`config.mk`:
```
export PLATFORM = sky130hd
export DESIGN_NAME = ssdbs_scale
export DESIGN_NICKNAME = d
export VERILOG_FILES = /design/src/hdl/ssdbs_pkg.sv /design/src/hdl/ssdbs_scale.sv
export SDC_FILE = /design/constraint.sdc
export NUM_CORES = 1
export LEC_CHECK = 0
export BUFFER_PORTS_ARGS = -buffer_cell sky130_fd_sc_hd__buf_2
export CAP_MARGIN = 40
export CORE_ASPECT_RATIO = 0.6
export CORE_MARGIN = 2
export CORE_UTILIZATION = 42
export DETAILED_ROUTE_END_ITERATION = 8
export SYNTH_ARGS = -nofsm -noshare
export SYNTH_HDL_FRONTEND = slang
export SYNTH_SLANG_ARGS = --single-unit
```
`constraint.sdc`:
```
create_clock -name i_clk -period 31.4 [get_ports i_clk]
set_input_delay 3.14 -clock i_clk [delete_from_list [all_inputs] [get_ports i_clk]]
set_output_delay 3.14 -clock i_clk [all_outputs]
set_load 0.01 [all_outputs]
```
`src/hdl/ssdbs_pkg.sv`:
```
// shared types and constants of the spectrum level byte scaler
// no dependencies; imported by every module of the block
`timescale 1ns / 1ps

package ssdbs_pkg;

    // default geometry
    localparam int NUM_BINS_DEF = 512;
    localparam int FFT_SIZE_DEF = 1024;

    // field widths
    localparam int IDX_W  = 9;
    localparam int SAMP_W = 24;
    localparam int MAG_W  = 24;
    localparam int LVL_W  = 8;
    localparam int DB_W   = 9;
    localparam int WGT_W  = 8;

    // register reset values
    localparam logic [WGT_W-1:0]        WGT_RST    = 8'd128;
    localparam logic signed [DB_W-1:0]  MIN_DB_RST = -9'sd100;
    localparam logic signed [DB_W-1:0]  MAX_DB_RST = -9'sd30;

    // 20*log10(2) in Q16
    localparam logic [18:0] DB_PER_OCT_Q16 = 19'd394566;

    // configuration register indexes
    typedef enum logic [1:0] {
        CFG_WEIGHT = 2'd0,
        CFG_MIN_DB = 2'd1,
        CFG_MAX_DB = 2'd2
    } t_cfg_idx;

    // control travelling alongside each request
    typedef struct packed {
        logic             valid;
        logic [IDX_W-1:0] idx;
        logic             zero_lvl;
    } t_tag;

    // square root recurrence state
    typedef struct packed {
        logic [63:0] v;
        logic [33:0] rem;
        logic [31:0] root;
    } t_sq;

endpackage

```
`src/hdl/ssdbs_scale.sv`:
```
// decibel conversion, linear map onto 0..255 with clamp; holds the output register
// depends on ssdbs_pkg
`timescale 1ns / 1ps

module ssdbs_scale import ssdbs_pkg::*; (
    input  logic                   i_clk,
    input  logic                   i_rst_n,
    input  logic                   i_en,
    input  t_tag                   i_tag,
    input  logic signed [21:0]     i_lq,
    input  logic signed [DB_W-1:0] i_min_db,
    input  logic signed [DB_W-1:0] i_max_db,
    output t_tag                   o_tag,
    output logic [LVL_W-1:0]       o_level
);

    t_tag               r_t1, r_t2, r_t3, r_t4;
    logic signed [41:0] r_db;
    logic signed [42:0] r_d;
    logic [18:0]        r_nq;
    logic [8:0]         r_sp;
    logic               r_pos;
    logic [LVL_W-1:0]   r_level;

    logic signed [41:0] p_db;
    logic signed [42:0] n_d;
    logic [42:0]        ad;
    logic [50:0]        n255;
    logic signed [9:0]  span;
    logic [9:0]         span_abs;
    logic [8:0]         n_sp;
    logic               n_pos;
    logic [19:0]        rm;
    logic [LVL_W-1:0]   q;
    logic [LVL_W-1:0]   n_level;

    // db in q32
    assign p_db = i_lq * signed'({1'b0, DB_PER_OCT_Q16});

    // offset from the lower limit
    assign n_d = 43'(r_db) - (43'(i_min_db) <<< 32);

    // magnitude of 255*d over 2^32, span magnitude, sign of the quotient
    assign ad       = r_d[42] ? 43'(-r_d) : 43'(r_d);
    assign n255     = ({8'd0, ad} << 8) - {8'd0, ad};
    assign span     = 10'(i_max_db) - 10'(i_min_db);
    assign span_abs = span[9] ? 10'(-span) : 10'(span);
    assign n_sp     = (span == '0) ? 9'd1 : span_abs[8:0];
    assign n_pos    = (r_d != '0) && (r_d[42] == span[9]) && !r_t2.zero_lvl;

    // eight-bit restoring quotient, clamped at 255
    always_comb begin
        rm = 20'(r_nq);
        q  = '0;
        if (rm >= (20'(r_sp) << 8)) begin
            q = '1;
        end else begin
            for (int k = LVL_W - 1; k >= 0; k--) begin
                if (rm >= (20'(r_sp) << k)) begin
                    rm   = rm - (20'(r_sp) << k);
                    q[k] = 1'b1;
                end
            end
        end
        n_level = r_pos ? q : '0;
    end

    // control pipeline
    always_ff @(posedge i_clk) begin
        if (!i_rst_n) begin
            r_t1 <= '0;
            r_t2 <= '0;
            r_t3 <= '0;
            r_t4 <= '0;
        end else if (i_en) begin
            r_t1 <= i_tag;
            r_t2 <= r_t1;
            r_t3 <= r_t2;
            r_t4 <= r_t3;
        end
    end

    // data pipeline
    always_ff @(posedge i_clk) begin
        if (i_en) begin
            r_db    <= p_db;
            r_d     <= n_d;
            r_nq    <= n255[50:32];
            r_sp    <= n_sp;
            r_pos   <= n_pos;
            r_level <= n_level;
        end
    end

    assign o_tag   = r_t4;
    assign o_level = r_level;

endmodule

```
==> impl_metrics.env <==
export IMPL_status="complete, no violations"
export IMPL_antenna_found_initial=0
export IMPL_synth_mux_area_share_pct=3.64
export IMPL_ioPinCount=73
export IMPL_critPathLaunchType="register"
export IMPL_layout_drive_gt1_share_pct=7.93
export IMPL_final_cell_mix="ha_1, inv_1, edfxtp_1"
export IMPL_synthSimpleGateAreaFrac_pct=15.2
export IMPL_finalSetupViolCount=0
export IMPL_post_cts_setup_buffers=0
export IMPL_totalNegativeSetupSlack_ns=0
export IMPL_design_die_area_um2=51200
export IMPL_cp_required_ns=31.57
export IMPL_synth_edf_count=120
export IMPL_cp_num_buf_inv=5
export IMPL_worst_endpoint_arrival_ns=24.73
export IMPL_cts_tree="yes"
export IMPL_synthesis_area_um2=20700
export IMPL_finalCritPeriodShare_pct=78.2
export IMPL_area_growth_pct=8.20
export IMPL_end_kind="register"
export IMPL_clock_sinks=164
export IMPL_rsz0062_at_grt="false"
export IMPL_synth_seq_cells=164
export IMPL_yosysSeqAreaShare_pct=21.6
export IMPL_fillers=4678
export IMPL_grt_total_usage_pct=21.2
export IMPL_path_class="reg2reg"
export IMPL_drc=0
export IMPL_synth_distinct_cells=97
export IMPL_crit_slowest_cell="nor2_1"
export IMPL_ant_nets=0
export IMPL_final_util_pct=46.5
export IMPL_portBuffers=72
export IMPL_dominantRegCellSynth="edfxtp_1"
export IMPL_worstPathMaxFanout=18
export IMPL_synth_cells=2257
export IMPL_synth_compound_area_share_pct=16.4
export IMPL_synth_fa_ha_area_share_pct=29.3
export IMPL_dieHeight_um=176
export IMPL_grt_max_degree=64
export IMPL_period_needed_ns=24.56
export IMPL_cts_hold_repair_buffers=0
export IMPL_worst_pin_slew_ns=0.867
export IMPL_skew_ns=0.0179
export IMPL_setup_ws_ns=6.84
export IMPL_synthesis_nets=2733
export IMPL_hold_ws_ns=0.420
export IMPL_cts_resized=0
export IMPL_wl_per_cell_um=18.1
export IMPL_synth_top_family_by_area="adder cells"
export IMPL_initial_core_util_pct=42.9
export IMPL_fp_coreArea_um2=48300
export IMPL_grt_first_pass_wirelength_mm=86.3
export IMPL_drt_pre_antenna_iters=6
export IMPL_critical_path_top_delay_family="compound AO/OA/AOI/OAI gates"
export IMPL_clkSlewWorstSetupHoldPaths_ns=0.07
export IMPL_clock_fmax_mhz=40.7
export IMPL_hp_class="reg2reg"
export IMPL_n_antenna_cell=0
export IMPL_die_width_um=291
export IMPL_h_tree_depth=4
export IMPL_yosys_warnings=0
export IMPL_report_final_slew_viol_count=0
export IMPL_slew_headroom_pct=42.0
export IMPL_synth_xor_area_share_pct=7.44
export IMPL_vias=16500
export IMPL_wirelength_mm=53.7
export IMPL_grt_pass1_vias=15800
export IMPL_clkLatencyLatePin_ns=0.45
export IMPL_via_per_inst=5.54
export IMPL_async_reset_ff_share_pct=0
export IMPL_hpwlAfterDp_mm=44.6
export IMPL_postSynthAreaPerCell_um2=9.18
export IMPL_num_rows=62
export IMPL_final_common_cell="ha_1"
export IMPL_hold_violations=0
export IMPL_max_stage_delay_ns=0.70
export IMPL_place_worst_setup_slack_ns=7.37
export IMPL_cts_buffers=17
export IMPL_gr_total_overflow=0
export IMPL_timing_critical_path_mode_cell="o21ai_0"
export IMPL_gp_congestion=0.949
export IMPL_drv_cap=0
export IMPL_layout_nets=2797
export IMPL_clock_path_buffers=2
export IMPL_cts_root_buf="clkbuf_16"
export IMPL_first_iter_violations=1166
state kept, by name, summed over array words and instances (netlist names):
register  count
r_pos         1
r_sp          9
o_tag        11
r_d          42
r_t1         11
r_t2         11
r_t3         11
o_level       8
r_db         41
r_nq         19
cells by family (layout without fill, tap and decap cells):
logic type	after synthesis	after routing
buf+inv	349	426
compound gates	502	502
xor+xnor	176	176
simple gates	571	571
fa+ha+maj	422	422
mux	73	73
flops	164	164
metal layers:
layer / wire length [um] / GRT usage [%] / part of all wire (%)
met3: 4220 / 4.70 / 7.8
met2: 18900 / 27.0 / 35
met4: 259 / 2.53 / 0.48
met1: 30300 / 35.8 / 56
met5: 0 / 0 / 0
worst paths after layout:
path | startpoint | to | slack (ns) | cells after the start
max | r_sp[1] | o_level[0] | 6.84 | 97
min | r_db[15] | r_d[15] | 0.42 | 0
max reg2reg | r_sp[1] | o_level[0] | 6.84 | 97
min reg2reg | r_db[15] | r_d[15] | 0.42 | 0
cell usage after synthesis, types with 4 or more instances:
library cell / count / area share (%)
a211o_1: 8 / 0.34
a211oi_1: 15 / 0.54
a211oi_2: 5 / 0.30
a21o_1: 70 / 2.5
a21oi_1: 117 / 2.8
a21oi_2: 7 / 0.30
a31oi_1: 16 / 0.48
and2_1: 22 / 0.66
and3_1: 14 / 0.42
and4_1: 6 / 0.25
buf_1: 5 / 0.091
clkbuf_1: 20 / 0.36
dfxtp_1: 44 / 4.3
edfxtp_1: 120 / 17
fa_1: 104 / 10
ha_1: 318 / 19
inv_1: 314 / 5.7
mux2_2: 15 / 0.82
mux2i_1: 57 / 2.8
nand2_1: 92 / 1.7
nand2b_1: 39 / 1.2
nand3_1: 56 / 1.4
nand3b_1: 8 / 0.29
nand4_1: 21 / 0.63
nor2_1: 100 / 1.8
nor2b_1: 83 / 2.5
nor3_1: 42 / 1.0
nor4_1: 9 / 0.27
o2111ai_1: 7 / 0.30
o211ai_1: 12 / 0.43
o21a_1: 25 / 0.91
o21ai_0: 110 / 2.7
o21ai_1: 5 / 0.12
o21bai_1: 16 / 0.58
o31a_1: 9 / 0.38
o31ai_1: 22 / 0.80
o41ai_1: 6 / 0.25
or2_1: 4 / 0.12
or2_2: 18 / 0.54
or3_1: 14 / 0.42
or4_1: 17 / 0.62
xnor2_1: 113 / 4.8
xor2_1: 63 / 2.7
metrics by stage:
step	instance area, um^2	instances
after floorplan	20700	2257
after global placement	21800	2940
after detailed placement	21800	2942
after CTS	22400	2974
after global routing	22400	2974
final	22400	2974
worst reg2reg max path, delay by kind of cell, from the launching register on:
| kind | cells | cell delay [ns] |
|---|---|---|
| AO/OA/AOI/OAI | 47 | 12.03 |
| AND/OR/NAND/NOR | 36 | 7.96 |
| adder cells (fa/ha/maj) | 8 | 2.43 |
| buffers and inverters | 5 | 0.80 |
| flip-flops | 1 | 0.66 |
| multiplexers | 1 | 0.46 |
area by class of cell:
class / instances / area, um^2 / share of cell area [%]
Sequential cell: 164 / 4480 / 20.0
Tap cell: 640 / 801 / 3.57
Clock buffer: 17 / 425 / 1.90
Timing Repair Buffer: 79 / 452 / 2.01
Inverter: 315 / 1180 / 5.27
Multi-Input combinational cell: 1744 / 14900 / 66.4
Clock inverter: 15 / 178 / 0.792
Power is not shown: default switching activity piles up to over one toggle a cycle in this logic, so the estimate is an artifact.
