## config.mk

```make
export PLATFORM = sky130hd
export DESIGN_NAME = ssdbs_mag
export DESIGN_NICKNAME = d
export VERILOG_FILES = /design/src/hdl/ssdbs_pkg.sv /design/src/hdl/ssdbs_mag.sv
export SDC_FILE = /design/constraint.sdc
export NUM_CORES = 2
export LEC_CHECK = 0
export ABC_AREA = 1
export BUFFER_PORTS_ARGS = -buffer_cell sky130_fd_sc_hd__buf_2
export CORE_UTILIZATION = 30
export CTS_CLUSTER_SIZE = 12
export DETAILED_ROUTE_END_ITERATION = 12
export GPL_ROUTABILITY_DRIVEN = 0
export SLEW_MARGIN = 5
export SYNTH_ARGS = -nofsm -noshare
export SYNTH_HDL_FRONTEND = slang
export SYNTH_SLANG_ARGS = --single-unit
```

## constraint.sdc

```tcl
create_clock -name i_clk -period 10 [get_ports i_clk]
set_input_delay 0.5 -clock i_clk [delete_from_list [all_inputs] [get_ports i_clk]]
set_output_delay 0.5 -clock i_clk [all_outputs]
set_load 0.02 [all_outputs]
```

## src/hdl/ssdbs_pkg.sv

```systemverilog
// shared types and constants of the spectrum level byte scaler
// no dependencies; imported by every module of the block
`timescale 1ns / 1ps

package ssdbs_pkg;

    // default geometry
    localparam int NUM_BINS_DEF = 512;
    localparam int FFT_SIZE_DEF = 1024;

    // field widths
    localparam int IDX_W  = 9;
    localparam int SAMP_W = 24;
    localparam int MAG_W  = 24;
    localparam int LVL_W  = 8;
    localparam int DB_W   = 9;
    localparam int WGT_W  = 8;

    // register reset values
    localparam logic [WGT_W-1:0]        WGT_RST    = 8'd128;
    localparam logic signed [DB_W-1:0]  MIN_DB_RST = -9'sd100;
    localparam logic signed [DB_W-1:0]  MAX_DB_RST = -9'sd30;

    // 20*log10(2) in Q16
    localparam logic [18:0] DB_PER_OCT_Q16 = 19'd394566;

    // configuration register indexes
    typedef enum logic [1:0] {
        CFG_WEIGHT = 2'd0,
        CFG_MIN_DB = 2'd1,
        CFG_MAX_DB = 2'd2
    } t_cfg_idx;

    // control travelling alongside each request
    typedef struct packed {
        logic             valid;
        logic [IDX_W-1:0] idx;
        logic             zero_lvl;
    } t_tag;

    // square root recurrence state
    typedef struct packed {
        logic [63:0] v;
        logic [33:0] rem;
        logic [31:0] root;
    } t_sq;

endpackage

```

## src/hdl/ssdbs_mag.sv

```systemverilog
// bin magnitude: squares, sum, pipelined integer square root, scale and saturate
// depends on ssdbs_pkg
`timescale 1ns / 1ps

module ssdbs_mag import ssdbs_pkg::*; #(
    parameter int FFT_SIZE = FFT_SIZE_DEF
) (
    input  logic                     i_clk,
    input  logic                     i_rst_n,
    input  logic                     i_en,
    input  t_tag                     i_tag,
    input  logic signed [SAMP_W-1:0] i_re,
    input  logic signed [SAMP_W-1:0] i_im,
    output t_tag                     o_tag,
    output logic [MAG_W-1:0]         o_mag
);

    localparam int FLOG      = $clog2(FFT_SIZE);
    localparam int SQ_STAGES = 16;

    t_tag                     r_t0, r_t1, r_tm;
    t_tag                     r_ts [SQ_STAGES+1];
    logic signed [SAMP_W-1:0] r_re0, r_im0;
    logic [46:0]              r_sq_re, r_sq_im;
    t_sq                      r_sq [SQ_STAGES+1];
    logic [MAG_W-1:0]         r_mag;

    logic signed [47:0]       p_re, p_im;
    logic [47:0]              sum;
    logic [31:0]              shr;
    logic [MAG_W-1:0]         n_mag;
    logic signed [SAMP_W-1:0] n_im;

    // one bit of the root per step
    function automatic t_sq sq_step(input t_sq a);
        t_sq        b;
        logic [33:0] rm;
        logic [33:0] t;
        rm  = {a.rem[31:0], a.v[63:62]};
        t   = {a.root, 2'b01};
        b.v = {a.v[61:0], 2'b00};
        if (rm >= t) begin
            b.rem  = rm - t;
            b.root = {a.root[30:0], 1'b1};
        end else begin
            b.rem  = rm;
            b.root = {a.root[30:0], 1'b0};
        end
        return b;
    endfunction

    // bin zero has no imaginary part
    assign n_im = (i_tag.idx == '0) ? '0 : i_im;

    assign p_re = r_re0 * r_re0;
    assign p_im = r_im0 * r_im0;
    assign sum  = {1'b0, r_sq_re} + {1'b0, r_sq_im};

    // 2*root/FFT_SIZE with saturation to the q2.22 range
    assign shr   = r_sq[SQ_STAGES].root >> (FLOG - 1);
    assign n_mag = (shr > 32'h00FF_FFFF) ? '1 : shr[MAG_W-1:0];

    // control pipeline
    always_ff @(posedge i_clk) begin
        if (!i_rst_n) begin
            r_t0 <= '0;
            r_t1 <= '0;
            r_tm <= '0;
            for (int i = 0; i <= SQ_STAGES; i++) begin
                r_ts[i] <= '0;
            end
        end else if (i_en) begin
            r_t0    <= i_tag;
            r_t1    <= r_t0;
            r_ts[0] <= r_t1;
            for (int i = 1; i <= SQ_STAGES; i++) begin
                r_ts[i] <= r_ts[i-1];
            end
            r_tm <= r_ts[SQ_STAGES];
        end
    end

    // data pipeline
    always_ff @(posedge i_clk) begin
        if (i_en) begin
            r_re0   <= i_re;
            r_im0   <= n_im;
            r_sq_re <= p_re[46:0];
            r_sq_im <= p_im[46:0];
            r_sq[0] <= '{v: {sum, 16'd0}, rem: 34'd0, root: 32'd0};
            for (int i = 1; i <= SQ_STAGES; i++) begin
                r_sq[i] <= sq_step(sq_step(r_sq[i-1]));
            end
            r_mag <= n_mag;
        end
    end

    assign o_tag = r_tm;
    assign o_mag = r_mag;

endmodule

```

==> key figures <==
Status
  • Status: finished clean

Logic synthesis
  • Register bit total from synthesis: between 1,000 and 1,500
  • YS warnings: 0
  • Post-Synthesis Cell Area: 115,000 um^2
  • Async SR Flop Fraction: 0%
  • Cells after Synth: 13,700
  • Post-synth EDFFs: roughly 1,200
  • Synth Area per Inst: 8.38 um^2
  • Yosys cell types: 69
  • Ys flop type: edfxtp_1
  • Sequential area share after synthesis: 32.2%
  • Share of the synthesized area in the top cell type: between 30% and 40%
  • Largest cells by area after synthesis: edfxtp_1 32%, fa_1 19%, nand2_1 10%
  • Post-synth top area cell: edfxtp_1

Detailed routing
  • Avg WL per Cell: 15.4 um
  • Via count: 87,200
  • DRT Pass-1 Iters: 7
  • ANT nets after route: 0
  • Drt first-iter violations: 6,381
  • DRC violations left: 0
  • Routed vias/inst: 4.59
  • Routed WL: 292 mm

Floorplan
  • Starting Density: 30.1%
  • Row Count: about 230
  • Ports: 97
  • Die area: between 300,000 and 400,000 um^2
  • Horiz. Die Dim: 621 um
  • Core area: 382,000 um^2
  • Chip height: 621 um

Global routing
  • Antenna violations before repair: 2
  • Gr ovfl total: 0
  • Largest net degree at the start of global routing: 210
  • Global-route wire length before repair: 466 mm
  • Vias in the first global route: 86,300
  • Gr usage total: 14.9%

Setup path
  • Crit-path cells: nand2_1 > inv_1 > fa_1 > fa_1 > inv_1 > fa_1 > inv_1 > fa_1 > fa_1 > fa_1 > inv_1 > fa_1 > inv_1 > ha_1 > nand2_1 > nor2_1 > inv_1 > nor3_1 > nand3_1 > nand3_1 > a21o_1 > a21oi_1 > xnor2_1
  • CP startpoint kind: register
  • Required @ worst endpoint: between 10 and 15 ns
  • R2R Path End: r_sq_im[45]
  • CP Launch Point: r_im0[0]
  • Critical path's slowest cell: edfxtp_1
  • Setup crit end kind: register
  • Slowest stage delay, CP: 0.94 ns
  • Worst reg2reg path startpoint: r_im0[0]
  • Register-to-Register Path Depth: 23
  • CP Class: register to register
  • FF-to-FF setup slack: 1.76 ns
  • CP Max Fanout: 25
  • WP depth: 23
  • Bufs and invs on worst path: 6
  • Top delay family on crit path: adder cells
  • Critical Path End: r_sq_im[45]
  • CP arrival: 8.81 ns
  • Cell mode on critical path: fa_1

Placed design
  • HPWL after DPL: approximately 240 mm
  • Port Buf Inserts: 95

Run
  • Max cap viols: 0

Clock network
  • Root Buffer: clkbuf_16
  • Clock Path Buffers: 4
  • Clock latency on the worst-skew pair: 0.90 ns
  • CTS clk-pin slew, worst paths: ~0.060 ns
  • H-tree Lvls: 4
  • Setup Fix Bufs, Post-CTS: 0
  • CTS tree: built
  • Number of CTS-inserted buffers: between 150 and 200
  • # clock sinks: 1,245

Timing
  • Post-route clock period utilization: 82.4%
  • Final min period: 8.24 ns
  • Final setup violation count: 0
  • Fmax: ~120 MHz
  • Slew @ Worst Pin: ~1.3 ns
  • Unrepaired setup endpoints after global routing: no
  • Relative slew slack: 14.5%
  • Final Max Slew Viols: 0
  • Setup tns final: 0 ns
  • Final Skew: approximately 0.12 ns
  • Endpoints failing hold: 0

Cells and area
  • Layout cells sized above 1: 5.12%
  • Area Overhead vs Synth: 10.0%
  • Nets: 15,700

Worst hold path
  • Hold wc startpoint: i_im[2]
  • Hold crit path type: primary input to register
worst min-delay path by stage:
stage | to | slack [ns] | cells after the start
after CTS | r_im0[2] | 0.04 | 3
after floorplan | o_mag[0] | 0.40 | 0
after global routing | r_im0[2] | 0.06 | 3
after detailed placement | o_mag[2] | 0.40 | 0
final | r_im0[2] | 0.1 | 3
after global placement | r_sq[0][625] | 0.40 | 0
flip-flops by register name, indices dropped and copies added (netlist names):
| name | flops |
|---|---|
| r_sq | 864 |
| r_sq_im | 45 |
| r_im0 | 24 |
| r_t1 | 11 |
| o_tag | 11 |
| r_re0 | 24 |
| o_mag | 23 |
| r_t0 | 11 |
| r_ts | 187 |
| r_sq_re | 45 |
worst register-to-register path: cells and delay by family (launching register included):
family | cells | cell delay, ns
buf+inv | 6 | 0.76
compound gates | 2 | 0.27
flops | 1 | 0.94
simple gates | 6 | 1.15
fa+ha+maj | 8 | 4.75
xor+xnor | 1 | 0.13
cells by family (layout without fill, tap and decap cells):
| group | Yosys count | count (layout) | synth area share [%] |
|---|---|---|---|
| flops | 1245 | 1245 | 32.2 |
| other cells | 2 | 4 | 0.00653 |
| simple gates | 5712 | 5712 | 21.0 |
| compound gates | 1249 | 1249 | 6.12 |
| fa+ha+maj | 1739 | 1739 | 26.2 |
| xor+xnor | 425 | 425 | 3.24 |
| buf+inv | 3357 | 3602 | 11.3 |
metal layers:
metal  wire, um  vias to the layer above  track usage (%)
li1           -                    43000                -
met1     128000                    41500             19.5
met2     139000                     2256             25.6
met3      14900                      480             1.78
met4      10000                        0             4.83
met5          0                        -                0
through the flow:
stage	instances	util [%]	hold WS [ns]	setup slack [ns]	cell area (um^2)
floorplan	13700	-	0.400	2.65	115000
global placement	18700	31.7	0.400	1.79	121000
detailed placement	18700	31.7	0.405	1.71	121000
CTS	19000	33.1	0.0384	1.64	127000
global route	19000	33.1	0.0641	0.976	127000
finish	19000	33.1	0.0951	1.76	127000
cell usage in the layout, fill, tap and decap left out, types with 37 or more instances in the layout:
master / count
ha_1: 627
a21oi_1: 541
buf_2: 94
o21a_1: 40
nand3_1: 627
o21ai_0: 387
fa_1: 1112
a31oi_1: 51
o21bai_1: 44
nor2_1: 1282
buf_4: 64
edfxtp_1: 1212
dlygate4sd3_1: 55
nor3_1: 144
nand2_2: 50
inv_2: 43
nand3b_1: 37
nor2_2: 51
xnor2_1: 173
xor2_1: 251
inv_1: 3071
clkbuf_16: 157
nand4_1: 153
nand2_1: 3177
nand3_2: 42
Yosys cell counts (all sizes together), types with 12 or more instances:
library cell,n
a21boi,12
a21o,31
a21oi,580
a31oi,51
buf,68
clkbuf,168
dfxtp,33
edfxtp,1212
fa,1112
ha,627
inv,3117
nand2,3249
nand3,674
nand3b,37
nand4,156
nor2,1355
nor3,147
nor4,29
o21a,40
o21ai,422
o21bai,45
o22ai,20
or2,41
xnor2,173
xor2,252
timing repair:
action,in CTS,in global routing
hold buffers,55,0
gates resized for setup,0,0
endpoints found under the hold margin,55,0
layout make-up:
| cell class | instances | area [um^2] |
|---|---|---|
| Tap cell | 5038 | 6300 |
| Multi-Input combinational cell | 9128 | 65100 |
| Inverter | 3121 | 11700 |
| Timing Repair Buffer | 218 | 1600 |
| Fill cell | 39700 | 255000 |
| Sequential cell | 1245 | 37100 |
| Clock inverter | 74 | 791 |
| Antenna cell | 1 | 2.50 |
| Clock buffer | 189 | 4070 |
Power is left out: the tool's default activity adds up to more than one toggle a clock period on the data nets, which glitch-free logic cannot reach.
